$ cat config.mk
export PLATFORM = sky130hd
export DESIGN_NAME = bar_beat_position_finder
export DESIGN_NICKNAME = d
export VERILOG_FILES = /design/src/hdl/bbpf_pkg.sv /design/src/hdl/bar_beat_position_finder.sv /design/src/hdl/bbpf_ram.sv /design/src/hdl/bbpf_div.sv /design/src/hdl/bbpf_engine.sv
export SDC_FILE = /design/constraint.sdc
export NUM_CORES = 2
export LEC_CHECK = 0
export BUFFER_PORTS_ARGS = -buffer_cell sky130_fd_sc_hd__buf_2
export CORE_UTILIZATION = 65
export DETAILED_ROUTE_END_ITERATION = 12
export GPL_ROUTABILITY_DRIVEN = 0
export PLACE_DENSITY = 0.88
export SETUP_SLACK_MARGIN = 0.05
export SYNTH_ARGS = -nofsm -noshare
export SYNTH_HDL_FRONTEND = slang
export SYNTH_SLANG_ARGS = --single-unit
$ cat constraint.sdc
create_clock -name clk -period 13.5 [get_ports clk]
set_clock_uncertainty 0.1 [all_clocks]
set_input_delay 2.025 -clock clk [delete_from_list [all_inputs] [get_ports clk]]
set_output_delay 2.025 -clock clk [all_outputs]
set_load 0.005 [all_outputs]
$ cat src/hdl/bbpf_pkg.sv
// Shared types and constants for the bar and beat position finder.
// Used by the top level, the divider and the engine; depends on nothing else.
package bbpf_pkg;

    localparam int POS_W             = 48;
    localparam int SIG_W             = 8;
    localparam int BAR_W             = 40;
    localparam int FRAC_OUT_W        = 16;
    localparam int PROD_W            = POS_W + SIG_W;
    localparam int DIV_W             = PROD_W + SIG_W;
    localparam int STEP_W            = 7;
    localparam int CFG_W             = 5;
    localparam int WORD_W            = POS_W + 2 * SIG_W;
    localparam int DEF_TABLE_DEPTH   = 16;
    localparam int DEF_FRACTION_BITS = 16;

    localparam logic [POS_W-1:0] POS_BIAS    = {1'b1, {(POS_W-1){1'b0}}};
    localparam logic [BAR_W-1:0] BAR_MAX     = {BAR_W{1'b1}};
    localparam logic [SIG_W-1:0] DEFAULT_SIG = SIG_W'(4);

    typedef enum logic [1:0] {
        ST_QUERY_OK  = 2'd0,
        ST_WRITE_OK  = 2'd1,
        ST_WRITE_REJ = 2'd2
    } status_t;

endpackage

$ cat src/hdl/bar_beat_position_finder.sv
// A write request passes through the S_DONE state into the output registers and waits there
// while the output stalls. A query scans the table (skipped with fewer than two entries),
// runs the shared bit-serial divider once per entry before the one found, then twice more.
// Throughput: one request at a time; the next is taken once the result is staged.
// Reset clears control state and the entry count; the table RAM is not cleared.
// Depends on bbpf_pkg, bbpf_ram and bbpf_engine.
module bar_beat_position_finder #(
    parameter int TABLE_DEPTH   = bbpf_pkg::DEF_TABLE_DEPTH,
    parameter int FRACTION_BITS = bbpf_pkg::DEF_FRACTION_BITS
) (
    input  logic                               clk,
    input  logic                               rst_n,
    input  logic                               cfg_wr_en,
    input  logic [bbpf_pkg::CFG_W-1:0]         cfg_wr_data,
    input  logic                               in_valid,
    output logic                               in_stall,
    input  logic                               kind,
    input  logic signed [bbpf_pkg::POS_W-1:0]  position,
    input  logic [3:0]                         entry_slot,
    input  logic [bbpf_pkg::SIG_W-1:0]         entry_beats_per_bar,
    input  logic [bbpf_pkg::SIG_W-1:0]         entry_beat_unit,
    output logic                               out_valid,
    input  logic                               out_stall,
    output logic [bbpf_pkg::BAR_W-1:0]         bar_number,
    output logic [bbpf_pkg::SIG_W-1:0]         beat_number,
    output logic [bbpf_pkg::FRAC_OUT_W-1:0]    beat_fraction,
    output logic [bbpf_pkg::SIG_W-1:0]         sig_beats_per_bar,
    output logic [bbpf_pkg::SIG_W-1:0]         sig_beat_unit,
    output logic signed [bbpf_pkg::POS_W-1:0]  bar_begin,
    output logic [1:0]                         status
);
    import bbpf_pkg::*;

    localparam int AW = (TABLE_DEPTH > 1) ? $clog2(TABLE_DEPTH) : 1;
    localparam int CW = $clog2(TABLE_DEPTH + 1);

    logic [CFG_W-1:0]  entries_reg;
    logic [CW-1:0]     entries_eff;
    logic              ram_we;
    logic [AW-1:0]     ram_waddr;
    logic [WORD_W-1:0] ram_wdata;
    logic [AW-1:0]     ram_raddr;
    logic [WORD_W-1:0] ram_rdata;

    always_ff @(posedge clk or negedge rst_n)
    begin
        if (!rst_n)
        begin
            entries_reg <= '0;
        end
        else if (cfg_wr_en)
        begin
            entries_reg <= cfg_wr_data;
        end
    end

    // A count beyond the table depth is held at the depth.
    assign entries_eff = (32'(entries_reg) > TABLE_DEPTH) ? CW'(TABLE_DEPTH)
                                                         : CW'(entries_reg);

    bbpf_ram #(
        .WIDTH (WORD_W),
        .DEPTH (TABLE_DEPTH)
    ) u_table (
        .clk   (clk),
        .we    (ram_we),
        .waddr (ram_waddr),
        .wdata (ram_wdata),
        .raddr (ram_raddr),
        .rdata (ram_rdata)
    );

    bbpf_engine #(
        .TABLE_DEPTH   (TABLE_DEPTH),
        .FRACTION_BITS (FRACTION_BITS)
    ) u_engine (
        .clk                 (clk),
        .rst_n               (rst_n),
        .in_valid            (in_valid),
        .in_stall            (in_stall),
        .kind                (kind),
        .position            (position),
        .entry_slot          (entry_slot),
        .entry_beats_per_bar (entry_beats_per_bar),
        .entry_beat_unit     (entry_beat_unit),
        .entry_count         (entries_eff),
        .ram_we              (ram_we),
        .ram_waddr           (ram_waddr),
        .ram_wdata           (ram_wdata),
        .ram_raddr           (ram_raddr),
        .ram_rdata           (ram_rdata),
        .out_valid           (out_valid),
        .out_stall           (out_stall),
        .bar_number          (bar_number),
        .beat_number         (beat_number),
        .beat_fraction       (beat_fraction),
        .sig_beats_per_bar   (sig_beats_per_bar),
        .sig_beat_unit       (sig_beat_unit),
        .bar_begin           (bar_begin),
        .status              (status)
    );

`ifndef SYNTHESIS
    a_table_write_on_request: assert property (@(posedge clk) disable iff (!rst_n)
        ram_we |-> (in_valid && !in_stall && kind))
        else $error("table written without an accepted write request");

    a_query_holds_input: assert property (@(posedge clk) disable iff (!rst_n)
        (in_valid && !in_stall && !kind) |=> in_stall)
        else $error("query did not occupy the sequencer");

    a_query_result_sane: assert property (@(posedge clk) disable iff (!rst_n)
        (out_valid && status == ST_QUERY_OK) |->
        (beat_number != '0 && sig_beats_per_bar != '0 && sig_beat_unit != '0))
        else $error("query result carries a zero beat or signature");

    a_status_code: assert property (@(posedge clk) disable iff (!rst_n)
        $rose(out_valid) |-> (status <= ST_WRITE_REJ))
        else $error("undefined status code on a new result");
`endif

endmodule

$ cat src/hdl/bbpf_ram.sv
// Generic single-port-write, single-port-read RAM with a registered read.
// Stand-alone; no package needed.
module bbpf_ram #(
    parameter int WIDTH = 64,
    parameter int DEPTH = 16
) (
    input  logic                                       clk,
    input  logic                                       we,
    input  logic [((DEPTH > 1) ? $clog2(DEPTH) : 1)-1:0] waddr,
    input  logic [WIDTH-1:0]                           wdata,
    input  logic [((DEPTH > 1) ? $clog2(DEPTH) : 1)-1:0] raddr,
    output logic [WIDTH-1:0]                           rdata
);
    logic [WIDTH-1:0] mem [DEPTH];
    logic [WIDTH-1:0] rdata_reg;

    always_ff @(posedge clk)
    begin
        if (we)
        begin
            mem[waddr] <= wdata;
        end
        rdata_reg <= mem[raddr];
    end

    assign rdata = rdata_reg;

endmodule

$ cat src/hdl/bbpf_div.sv
// Restoring divider, one quotient bit per cycle, divisor of SIG_W bits.
// Depends on bbpf_pkg for widths. The dividend arrives left-aligned.
module bbpf_div (
    input  logic                          clk,
    input  logic                          rst_n,
    input  logic                          start,
    input  logic [bbpf_pkg::DIV_W-1:0]    dividend,
    input  logic [bbpf_pkg::SIG_W-1:0]    divisor,
    input  logic [bbpf_pkg::STEP_W-1:0]   steps,
    output logic                          done,
    output logic [bbpf_pkg::DIV_W-1:0]    quotient,
    output logic [bbpf_pkg::SIG_W-1:0]    remainder
);
    import bbpf_pkg::*;

    logic              busy_reg;
    logic              done_reg;
    logic [STEP_W-1:0] cnt_reg;
    logic [DIV_W-1:0]  dvd_reg;
    logic [DIV_W-1:0]  quo_reg;
    logic [SIG_W-1:0]  rem_reg;
    logic [SIG_W-1:0]  dsr_reg;

    logic [SIG_W:0]    trial;
    logic              fits;
    logic [SIG_W-1:0]  rem_next;

    always_comb
    begin
        trial    = {rem_reg, dvd_reg[DIV_W-1]};
        fits     = trial >= {1'b0, dsr_reg};
        rem_next = fits ? SIG_W'(trial - {1'b0, dsr_reg}) : trial[SIG_W-1:0];
    end

    always_ff @(posedge clk or negedge rst_n)
    begin
        if (!rst_n)
        begin
            busy_reg <= 1'b0;
            done_reg <= 1'b0;
            cnt_reg  <= '0;
        end
        else
        begin
            done_reg <= 1'b0;
            if (start)
            begin
                busy_reg <= 1'b1;
                cnt_reg  <= steps;
            end
            else if (busy_reg)
            begin
                cnt_reg <= cnt_reg - 1'b1;
                if (cnt_reg == STEP_W'(1))
                begin
                    busy_reg <= 1'b0;
                    done_reg <= 1'b1;
                end
            end
        end
    end

    always_ff @(posedge clk)
    begin
        if (start)
        begin
            dvd_reg <= dividend;
            dsr_reg <= divisor;
            quo_reg <= '0;
            rem_reg <= '0;
        end
        else if (busy_reg)
        begin
            dvd_reg <= {dvd_reg[DIV_W-2:0], 1'b0};
            quo_reg <= {quo_reg[DIV_W-2:0], fits};
            rem_reg <= rem_next;
        end
    end

    assign done      = done_reg;
    assign quotient  = quo_reg;
    assign remainder = rem_reg;

endmodule

$ cat src/hdl/bbpf_engine.sv
// Request sequencer: table writes; for queries a table scan, bar walk over earlier entries, final split.
// Depends on bbpf_pkg and instantiates bbpf_div; the table RAM sits outside.
module bbpf_engine #(
    parameter int TABLE_DEPTH   = bbpf_pkg::DEF_TABLE_DEPTH,
    parameter int FRACTION_BITS = bbpf_pkg::DEF_FRACTION_BITS
) (
    input  logic                                     clk,
    input  logic                                     rst_n,
    input  logic                                     in_valid,
    output logic                                     in_stall,
    input  logic                                     kind,
    input  logic signed [bbpf_pkg::POS_W-1:0]        position,
    input  logic [3:0]                               entry_slot,
    input  logic [bbpf_pkg::SIG_W-1:0]               entry_beats_per_bar,
    input  logic [bbpf_pkg::SIG_W-1:0]               entry_beat_unit,
    input  logic [$clog2(TABLE_DEPTH+1)-1:0]         entry_count,
    output logic                                     ram_we,
    output logic [((TABLE_DEPTH > 1) ? $clog2(TABLE_DEPTH) : 1)-1:0] ram_waddr,
    output logic [bbpf_pkg::WORD_W-1:0]              ram_wdata,
    output logic [((TABLE_DEPTH > 1) ? $clog2(TABLE_DEPTH) : 1)-1:0] ram_raddr,
    input  logic [bbpf_pkg::WORD_W-1:0]              ram_rdata,
    output logic                                     out_valid,
    input  logic                                     out_stall,
    output logic [bbpf_pkg::BAR_W-1:0]               bar_number,
    output logic [bbpf_pkg::SIG_W-1:0]               beat_number,
    output logic [bbpf_pkg::FRAC_OUT_W-1:0]          beat_fraction,
    output logic [bbpf_pkg::SIG_W-1:0]               sig_beats_per_bar,
    output logic [bbpf_pkg::SIG_W-1:0]               sig_beat_unit,
    output logic signed [bbpf_pkg::POS_W-1:0]        bar_begin,
    output logic [1:0]                               status
);
    import bbpf_pkg::*;

    localparam int AW = (TABLE_DEPTH > 1) ? $clog2(TABLE_DEPTH) : 1;
    localparam int CW = $clog2(TABLE_DEPTH + 1);
    localparam int K  = FRACTION_BITS + 2;
    localparam int QW = PROD_W - K;
    localparam int FW = K + FRAC_OUT_W;

    typedef enum logic [3:0] {
        S_IDLE,
        S_SCAN_RD,
        S_SCAN_CMP,
        S_WALK_RD,
        S_WALK_GET0,
        S_WALK_GET1,
        S_WALK_MUL,
        S_WALK_DIV,
        S_FIN_RD,
        S_FIN_GET,
        S_FIN_OFF,
        S_FIN_MUL,
        S_FIN_DIV,
        S_BEG_MUL,
        S_BEG_DIV,
        S_DONE
    } state_t;

    function automatic logic [SIG_W-1:0] at_least_one(input logic [SIG_W-1:0] v);
        return (v == '0) ? SIG_W'(1) : v;
    endfunction

    function automatic logic [BAR_W-1:0] sat_add(input logic [BAR_W-1:0] a,
                                                 input logic [POS_W-1:0] b);
        logic [POS_W:0] s;
        s = {{(POS_W+1-BAR_W){1'b0}}, a} + {1'b0, b};
        return (s > {{(POS_W+1-BAR_W){1'b0}}, BAR_MAX}) ? BAR_MAX : s[BAR_W-1:0];
    endfunction

    state_t            state_reg;
    logic [POS_W-1:0]  pos_b_reg;
    logic [CW-1:0]     n_reg;
    logic [CW-1:0]     i_reg;
    logic [CW-1:0]     idx_reg;
    logic [POS_W-1:0]  s0_reg;
    logic [POS_W-1:0]  span_reg;
    logic [POS_W-1:0]  off_reg;
    logic [SIG_W-1:0]  wn_reg;
    logic [SIG_W-1:0]  wd_reg;
    logic [POS_W-1:0]  sb_reg;
    logic [SIG_W-1:0]  num_reg;
    logic [SIG_W-1:0]  den_reg;
    logic              low_nz_reg;
    logic [BAR_W-1:0]  prior_reg;
    logic [QW-1:0]     bars_reg;
    logic              div_start_reg;
    logic [DIV_W-1:0]  div_dvd_reg;
    logic [SIG_W-1:0]  div_dsr_reg;
    logic [STEP_W-1:0] div_steps_reg;
    logic [BAR_W-1:0]  res_bar_reg;
    logic [SIG_W-1:0]  res_beat_reg;
    logic [FRAC_OUT_W-1:0] res_frac_reg;
    logic [SIG_W-1:0]  res_num_reg;
    logic [SIG_W-1:0]  res_den_reg;
    logic [POS_W-1:0]  res_beg_reg;
    status_t           res_status_reg;
    logic              out_valid_reg;
    logic [BAR_W-1:0]  bar_number_reg;
    logic [SIG_W-1:0]  beat_number_reg;
    logic [FRAC_OUT_W-1:0] beat_fraction_reg;
    logic [SIG_W-1:0]  sig_num_reg;
    logic [SIG_W-1:0]  sig_den_reg;
    logic [POS_W-1:0]  bar_begin_reg;
    status_t           status_reg;

    logic              accept;
    logic              write_ok;
    logic [POS_W-1:0]  rd_start;
    logic [POS_W-1:0]  rd_bstart;
    logic [SIG_W-1:0]  rd_num;
    logic [SIG_W-1:0]  rd_den;
    logic [CW-1:0]     i_plus;
    logic [CW-1:0]     idx_sel;
    logic [POS_W-1:0]  mult_a;
    logic [SIG_W-1:0]  mult_b;
    logic [PROD_W-1:0] prod_c;
    logic [FW-1:0]     frac_wide;
    logic [POS_W-1:0]  sum_beg;
    logic              div_done;
    logic [DIV_W-1:0]  div_quo;
    logic [SIG_W-1:0]  div_rem;
    logic              out_free;

    assign accept   = in_valid && (state_reg == S_IDLE);
    assign in_stall = (state_reg != S_IDLE);
    assign write_ok = (entry_beats_per_bar != '0) && (entry_beat_unit != '0)
                      && (32'(entry_slot) < TABLE_DEPTH);

    assign ram_we    = accept && kind && write_ok;
    assign ram_waddr = AW'(entry_slot);
    assign ram_wdata = {position, entry_beats_per_bar, entry_beat_unit};

    assign rd_start  = ram_rdata[WORD_W-1 -: POS_W];
    assign rd_num    = ram_rdata[2*SIG_W-1 -: SIG_W];
    assign rd_den    = ram_rdata[SIG_W-1:0];
    assign rd_bstart = {~rd_start[POS_W-1], rd_start[POS_W-2:0]};
    assign i_plus    = CW'(i_reg + 1'b1);
    assign idx_sel   = (rd_bstart <= pos_b_reg) ? i_reg : idx_reg;
    assign out_free  = !out_valid_reg || !out_stall;
    assign sum_beg   = sb_reg + div_quo[POS_W-1:0];

    always_comb
    begin
        unique case (state_reg)
            S_WALK_GET0: ram_raddr = i_plus[AW-1:0];
            S_FIN_RD:    ram_raddr = idx_reg[AW-1:0];
            default:     ram_raddr = i_reg[AW-1:0];
        endcase
    end

    // One shared 48 by 8 multiplier feeds every divider request.
    always_comb
    begin
        unique case (state_reg)
            S_WALK_MUL:
            begin
                mult_a = span_reg;
                mult_b = wd_reg;
            end
            S_BEG_MUL:
            begin
                mult_a = POS_W'(bars_reg);
                mult_b = num_reg;
            end
            default:
            begin
                mult_a = off_reg;
                mult_b = den_reg;
            end
        endcase
        prod_c    = mult_a * mult_b;
        frac_wide = {prod_c[K-1:0], {FRAC_OUT_W{1'b0}}};
    end

    bbpf_div u_div (
        .clk       (clk),
        .rst_n     (rst_n),
        .start     (div_start_reg),
        .dividend  (div_dvd_reg),
        .divisor   (div_dsr_reg),
        .steps     (div_steps_reg),
        .done      (div_done),
        .quotient  (div_quo),
        .remainder (div_rem)
    );

    always_ff @(posedge clk or negedge rst_n)
    begin
        if (!rst_n)
        begin
            state_reg         <= S_IDLE;
            pos_b_reg         <= '0;
            n_reg             <= '0;
            i_reg             <= '0;
            idx_reg           <= '0;
            s0_reg            <= '0;
            span_reg          <= '0;
            off_reg           <= '0;
            wn_reg            <= '0;
            wd_reg            <= '0;
            sb_reg            <= '0;
            num_reg           <= '0;
            den_reg           <= '0;
            low_nz_reg        <= 1'b0;
            prior_reg         <= '0;
            bars_reg          <= '0;
            div_start_reg     <= 1'b0;
            div_dvd_reg       <= '0;
            div_dsr_reg       <= '0;
            div_steps_reg     <= '0;
            res_bar_reg       <= '0;
            res_beat_reg      <= '0;
            res_frac_reg      <= '0;
            res_num_reg       <= '0;
            res_den_reg       <= '0;
            res_beg_reg       <= '0;
            res_status_reg    <= ST_QUERY_OK;
            out_valid_reg     <= 1'b0;
            bar_number_reg    <= '0;
            beat_number_reg   <= '0;
            beat_fraction_reg <= '0;
            sig_num_reg       <= '0;
            sig_den_reg       <= '0;
            bar_begin_reg     <= '0;
            status_reg        <= ST_QUERY_OK;
        end
        else
        begin
            div_start_reg <= 1'b0;
            if (out_valid_reg && !out_stall)
            begin
                out_valid_reg <= 1'b0;
            end

            unique case (state_reg)
                S_IDLE:
                begin
                    if (accept)
                    begin
                        pos_b_reg <= {~position[POS_W-1], position[POS_W-2:0]};
                        n_reg     <= entry_count;
                        prior_reg <= '0;
                        idx_reg   <= '0;
                        i_reg     <= CW'(1);
                        s0_reg    <= POS_BIAS;
                        if (kind)
                        begin
                            res_bar_reg    <= '0;
                            res_beat_reg   <= '0;
                            res_frac_reg   <= '0;
                            res_num_reg    <= '0;
                            res_den_reg    <= '0;
                            res_beg_reg    <= '0;
                            res_status_reg <= write_ok ? ST_WRITE_OK : ST_WRITE_REJ;
                            state_reg      <= S_DONE;
                        end
                        else if (entry_count == '0)
                        begin
                            // Empty table: plain four four from position zero.
                            sb_reg    <= POS_BIAS;
                            num_reg   <= DEFAULT_SIG;
                            den_reg   <= DEFAULT_SIG;
                            state_reg <= S_FIN_OFF;
                        end
                        else if (entry_count == CW'(1))
                        begin
                            state_reg <= S_FIN_RD;
                        end
                        else
                        begin
                            state_reg <= S_SCAN_RD;
                        end
                    end
                end

                S_SCAN_RD:
                begin
                    state_reg <= S_SCAN_CMP;
                end

                // Every entry from index one up to below the count is checked, so an unsorted table
                // still picks the highest matching index; entry zero is taken when none matches.
                S_SCAN_CMP:
                begin
                    idx_reg <= idx_sel;
                    if (i_plus == n_reg)
                    begin
                        i_reg     <= '0;
                        state_reg <= (idx_sel == '0) ? S_FIN_RD : S_WALK_RD;
                    end
                    else
                    begin
                        i_reg     <= i_plus;
                        state_reg <= S_SCAN_RD;
                    end
                end

                S_WALK_RD:
                begin
                    state_reg <= S_WALK_GET0;
                end

                S_WALK_GET0:
                begin
                    wn_reg    <= at_least_one(rd_num);
                    wd_reg    <= at_least_one(rd_den);
                    state_reg <= S_WALK_GET1;
                end

                S_WALK_GET1:
                begin
                    span_reg  <= (rd_bstart > s0_reg) ? rd_bstart - s0_reg : '0;
                    s0_reg    <= rd_bstart;
                    state_reg <= S_WALK_MUL;
                end

                S_WALK_MUL:
                begin
                    div_start_reg <= 1'b1;
                    div_dvd_reg   <= {prod_c[PROD_W-1:K], {(DIV_W-QW){1'b0}}};
                    div_dsr_reg   <= wn_reg;
                    div_steps_reg <= STEP_W'(QW);
                    low_nz_reg    <= |prod_c[K-1:0];
                    state_reg     <= S_WALK_DIV;
                end

                // A partial bar before a change counts as a whole bar.
                S_WALK_DIV:
                begin
                    if (div_done)
                    begin
                        prior_reg <= sat_add(prior_reg,
                                             POS_W'(div_quo[QW-1:0])
                                             + POS_W'((div_rem != '0) || low_nz_reg));
                        i_reg     <= i_plus;
                        state_reg <= (i_plus == idx_reg) ? S_FIN_RD : S_WALK_RD;
                    end
                end

                S_FIN_RD:
                begin
                    state_reg <= S_FIN_GET;
                end

                S_FIN_GET:
                begin
                    sb_reg    <= (idx_reg == '0) ? POS_BIAS : rd_bstart;
                    num_reg   <= at_least_one(rd_num);
                    den_reg   <= at_least_one(rd_den);
                    state_reg <= S_FIN_OFF;
                end

                S_FIN_OFF:
                begin
                    off_reg   <= (pos_b_reg > sb_reg) ? pos_b_reg - sb_reg : '0;
                    state_reg <= S_FIN_MUL;
                end

                S_FIN_MUL:
                begin
                    div_start_reg <= 1'b1;
                    div_dvd_reg   <= {prod_c[PROD_W-1:K], {(DIV_W-QW){1'b0}}};
                    div_dsr_reg   <= num_reg;
                    div_steps_reg <= STEP_W'(QW);
                    res_frac_reg  <= frac_wide[FW-1 -: FRAC_OUT_W];
                    state_reg     <= S_FIN_DIV;
                end

                S_FIN_DIV:
                begin
                    if (div_done)
                    begin
                        bars_reg     <= div_quo[QW-1:0];
                        res_beat_reg <= SIG_W'(div_rem + 1'b1);
                        state_reg    <= S_BEG_MUL;
                    end
                end

                S_BEG_MUL:
                begin
                    div_start_reg <= 1'b1;
                    div_dvd_reg   <= {prod_c[QW+SIG_W-1:0], {K{1'b0}}};
                    div_dsr_reg   <= den_reg;
                    div_steps_reg <= STEP_W'(DIV_W);
                    state_reg     <= S_BEG_DIV;
                end

                S_BEG_DIV:
                begin
                    if (div_done)
                    begin
                        res_beg_reg    <= {~sum_beg[POS_W-1], sum_beg[POS_W-2:0]};
                        res_bar_reg    <= sat_add(prior_reg, POS_W'(bars_reg));
                        res_num_reg    <= num_reg;
                        res_den_reg    <= den_reg;
                        res_status_reg <= ST_QUERY_OK;
                        state_reg      <= S_DONE;
                    end
                end

                S_DONE:
                begin
                    if (out_free)
                    begin
                        out_valid_reg     <= 1'b1;
                        bar_number_reg    <= res_bar_reg;
                        beat_number_reg   <= res_beat_reg;
                        beat_fraction_reg <= res_frac_reg;
                        sig_num_reg       <= res_num_reg;
                        sig_den_reg       <= res_den_reg;
                        bar_begin_reg     <= res_beg_reg;
                        status_reg        <= res_status_reg;
                        state_reg         <= S_IDLE;
                    end
                end

                default:
                begin
                    state_reg <= S_IDLE;
                end
            endcase
        end
    end

    assign out_valid         = out_valid_reg;
    assign bar_number        = bar_number_reg;
    assign beat_number       = beat_number_reg;
    assign beat_fraction     = beat_fraction_reg;
    assign sig_beats_per_bar = sig_num_reg;
    assign sig_beat_unit     = sig_den_reg;
    assign bar_begin         = bar_begin_reg;
    assign status            = status_reg;

endmodule
==> metrics.txt <==
# TYPE chip_impl_metric gauge
chip_impl_metric{name="rows",unit=""} 141
chip_impl_metric{name="grt_max_degree",unit=""} 177
chip_impl_metric{name="core_area",unit="um2"} 148400
chip_impl_info{name="synthFlopType",value="edfxtp_1"} 1
chip_impl_info{name="timing.hold.worst.class",value="reg -> reg"} 1
chip_impl_metric{name="place_worst_setup_slack",unit="ns"} 4.883
chip_impl_metric{name="drt.antenna.violating_nets",unit=""} 0
chip_impl_metric{name="cts-root-to-sink-buffers",unit=""} 3
chip_impl_metric{name="design.die.area",unit="um2"} 151700
chip_impl_metric{name="latest_clock_arrival_within_the_worst_skew_pair",unit="ns"} 0.86
chip_impl_metric{name="critical_path_peak_fanout",unit=""} 55
chip_impl_metric{name="synth.yosys.seq_area_share",unit=""} 0.5364
chip_impl_metric{name="power_per_cell_area",unit="nW/um2"} 252.3
chip_impl_metric{name="finalSetupViolCount",unit=""} 0
chip_impl_metric{name="cts.clk_slew.worst_paths",unit="ns"} 0.06
chip_impl_metric{name="post_cts_hold_buffer_count",unit=""} 0
chip_impl_metric{name="timing.final.hold_violations",unit=""} 0
chip_impl_metric{name="max_freq",unit="MHz"} 112.9
chip_impl_metric{name="clkSinkCount",unit=""} 1900
chip_impl_metric{name="synth-warning-count",unit=""} 0
chip_impl_metric{name="postSynthNetCount",unit=""} 8551
chip_impl_metric{name="timing.setup.tns",unit="ns"} 0
chip_impl_metric{name="die-height",unit="um"} 389.4
chip_impl_metric{name="detailed_place_hpwl",unit="um"} 180700
chip_impl_metric{name="cts_max_level",unit=""} 4
chip_impl_metric{name="ys_ff_latch",unit=""} 1900
chip_impl_info{name="rr_endpoint",value="u_engine.div_dvd_reg[61]"} 1
chip_impl_info{name="outcome",value="finished clean"} 1
chip_impl_metric{name="cts_made_buffers",unit=""} 181
chip_impl_metric{name="drt_pre_antenna_iters",unit=""} 10
chip_impl_metric{name="postSynthAreaPerCell",unit="um2"} 12.46
chip_impl_metric{name="cp_data_required_time",unit="ns"} 14.05
chip_impl_metric{name="via_count",unit=""} 70133
chip_impl_metric{name="grt_pass1_vias",unit=""} 68705
chip_impl_metric{name="timing.final.max_slew_violations",unit=""} 0
chip_impl_metric{name="place_inst",unit=""} 9737
chip_impl_metric{name="vias_per_cell",unit=""} 6.945
chip_impl_metric{name="finalCriticalPeriod",unit="ns"} 8.859
chip_impl_metric{name="ir_worst_vdd",unit="mV"} 0.2613
chip_impl_info{name="category_of_the_worst_setup_path_launch_point",value="flip-flop"} 1
chip_impl_info{name="crit-reg2reg-launch",value="u_engine.state_reg[2]"} 1
chip_impl_metric{name="number_of_antenna_violations_at_the_first_check_in_global_routing",unit=""} 36
chip_impl_info{name="root_buffer",value="clkbuf_16"} 1
chip_impl_metric{name="r2r_setup_slack",unit="ns"} 4.64
chip_impl_metric{name="worst_ep_arrival",unit="ns"} 9.41
chip_impl_metric{name="drt-total-wl",unit="um"} 288100
chip_impl_metric{name="max_cap_viol_count",unit=""} 0
chip_impl_metric{name="syn_to_final_growth",unit="%"} 9.384
chip_impl_metric{name="grt_usage",unit=""} 0.3758
chip_impl_metric{name="synth_cells",unit=""} 7831
chip_impl_metric{name="wl_per_cell",unit="um"} 28.53
chip_impl_metric{name="async_reset_ff_frac",unit=""} 0.3695
chip_impl_metric{name="final_net_count",unit=""} 8638
chip_impl_metric{name="dr.first_iter.drc_count",unit=""} 10685
chip_impl_info{name="grt_setup_unrepaired",value="false"} 1
chip_impl_metric{name="postCtsResizedCells",unit=""} 0
chip_impl_metric{name="timing.max_slew.rel_slack",unit=""} 0.1619
chip_impl_metric{name="number_of_top_level_design_ports",unit=""} 211
chip_impl_metric{name="period_share",unit=""} 0.6562
chip_impl_metric{name="synthesis.area",unit="um2"} 97570
chip_impl_info{name="cp-startpoint",value="u_engine.state_reg[2]"} 1
chip_impl_metric{name="synth_cell_type_count",unit=""} 89
chip_impl_metric{name="ratio_of_cells_with_drive_above_1_in_the_final_layout",unit=""} 0.1447
chip_impl_metric{name="grt_remaining_overflow",unit=""} 0
chip_impl_metric{name="layoutNonFillerInstCount",unit=""} 10098
chip_impl_info{name="critical_path.endpoint",value="u_engine.div_dvd_reg[61]"} 1
chip_impl_metric{name="starting_density_of_the_core",unit=""} 0.6577
chip_impl_metric{name="worstMarginPinSlew",unit="ns"} 1.257
chip_impl_metric{name="postCtsSetupBuffers",unit=""} 0
chip_impl_metric{name="power_leakage",unit="nW"} 43.94
chip_impl_metric{name="buffer_ports.inserted",unit=""} 210
chip_impl_metric{name="synth_enable_flop_cells",unit=""} 1078
chip_impl_metric{name="worst-r2r-cell-count",unit=""} 25
chip_impl_metric{name="largest_register_ff_count",unit=""} 1024
chip_impl_metric{name="grt_first_pass_wirelength",unit="um"} 427000
chip_impl_info{name="timing.critical_path.to_type",value="flip-flop"} 1
chip_impl_info{name="path_class",value="reg -> reg"} 1
chip_impl_metric{name="finalWorstSetupSlack",unit="ns"} 4.641
chip_impl_metric{name="die_width",unit="um"} 389.4
chip_impl_info{name="cts_tree",value="done"} 1
chip_impl_metric{name="drt_drc_violations_left",unit=""} 0
-- per-stage QoR --
step	total power [W]	utilization	instance area [um2]	hold slack, ns
3_5_place_dp	0.02085	0.6778	100600	0.3337
6_report	0.02692	0.7194	106700	0.3513
4_1_cts	0.02639	0.7190	106700	0.3487
2_1_floorplan	0.01719	-	97570	0.3256
5_1_grt	0.02810	0.7191	106700	0.3560
3_3_place_gp	0.02026	0.6778	100600	0.3319
-- synth_stat cells (all sizes together), types with 232 or more instances --
cell    count  area share
edfxtp   1078        0.33
dfrtp     702        0.18
nor2      585       0.023
nand2     554       0.021
inv       495       0.019
a21oi     484       0.025
ha        359       0.046
o21ai     315       0.016
clkbuf    301       0.012
fa        282       0.058
mux4      256       0.059
mux2      232       0.027
-- worst min path at each step --
stage	slack [ns]	startpoint	endpoint	cells after the start
2_1_floorplan	0.33	u_engine.div_dsr_reg[0]	u_engine.u_div.dsr_reg[0]	0
3_3_place_gp	0.33	u_engine.div_dsr_reg[7]	u_engine.u_div.dsr_reg[7]	0
3_5_place_dp	0.33	u_engine.div_dsr_reg[7]	u_engine.u_div.dsr_reg[7]	0
4_1_cts	0.35	u_engine.div_dsr_reg[7]	u_engine.u_div.dsr_reg[7]	0
5_1_grt	0.36	u_engine.div_dsr_reg[7]	u_engine.u_div.dsr_reg[7]	0
6_report	0.35	u_engine.div_dsr_reg[7]	u_engine.u_div.dsr_reg[7]	0
-- routing by layer --
| layer | wire length [um] | global-route usage | part of all wire | vias up |
|---|---|---|---|---|
| li1 | - | - | - | 28810 |
| met1 | 98220 | 0.4766 | 0.34 | 34157 |
| met2 | 129200 | 0.5706 | 0.45 | 5829 |
| met3 | 38070 | 0.1081 | 0.13 | 1293 |
| met4 | 22320 | 0.2408 | 0.077 | 44 |
| met5 | 298 | 0 | 0.0010 | - |
-- cells in the final DEF (no fill, tap or decap), drive strengths merged, types with 232 or more instances in the layout --
master	count
a21oi	484
buf	289
clkbuf	253
dfrtp	702
edfxtp	1078
fa	282
ha	359
inv	504
mux2	232
mux4	256
nand2	554
nor2	585
o21ai	315
-- worst max-delay path, stage by stage (launching register included) --
cell and delay [ns]:
dfrtp_1 0.76, nand2_1 0.34, nor2_4 0.72, buf_4 0.63
a22oi_1 0.20, and2_1 0.19, buf_4 0.29, nor2_1 0.21
fa_1 0.45, fa_1 0.49, fa_1 0.55, inv_1 0.05
fa_1 0.53, inv_1 0.05, ha_1 0.34, and3_1 0.22
a221o_1 0.32, a21oi_1 0.25, a2111oi_0 0.16, a211oi_1 0.59
o211ai_1 0.19, a31oi_1 0.32, o211a_1 0.30, o2111ai_1 0.15
o41ai_1 0.11, a21oi_1 0.13
-- logic make-up (layout without fill, tap and decap cells) --
family	Yosys count	after routing	share of synthesized area
compound gates	1738	1738	0.1176
xor+xnor	305	305	0.02738
fa+ha+maj	641	641	0.1039
buf+inv	881	1127	0.03462
flops	1900	1900	0.5364
mux	614	614	0.09879
other cells	0	19	0
simple gates	1752	1752	0.08132
-- final cells by class --
class                      count  area (um2)
clock inverter                89        1035
sequential                  1900       52350
inverter                     496        1862
clock buffer                 253        5084
tap                         2002        2505
fill                        8822       41640
timing repair buffer         289        1717
multi-input combinational   5050       42130
antenna                       19       47.55
-- where the power goes --
| part | internal (W) | total [W] | switching (W) |
|---|---|---|---|
| logic | 0.00519 | 0.0131 | 0.00795 |
| registers | 0.00726 | 0.00850 | 0.00124 |
| clock network | 0.00295 | 0.00528 | 0.00233 |
Power figures use the tool's default switching activity.
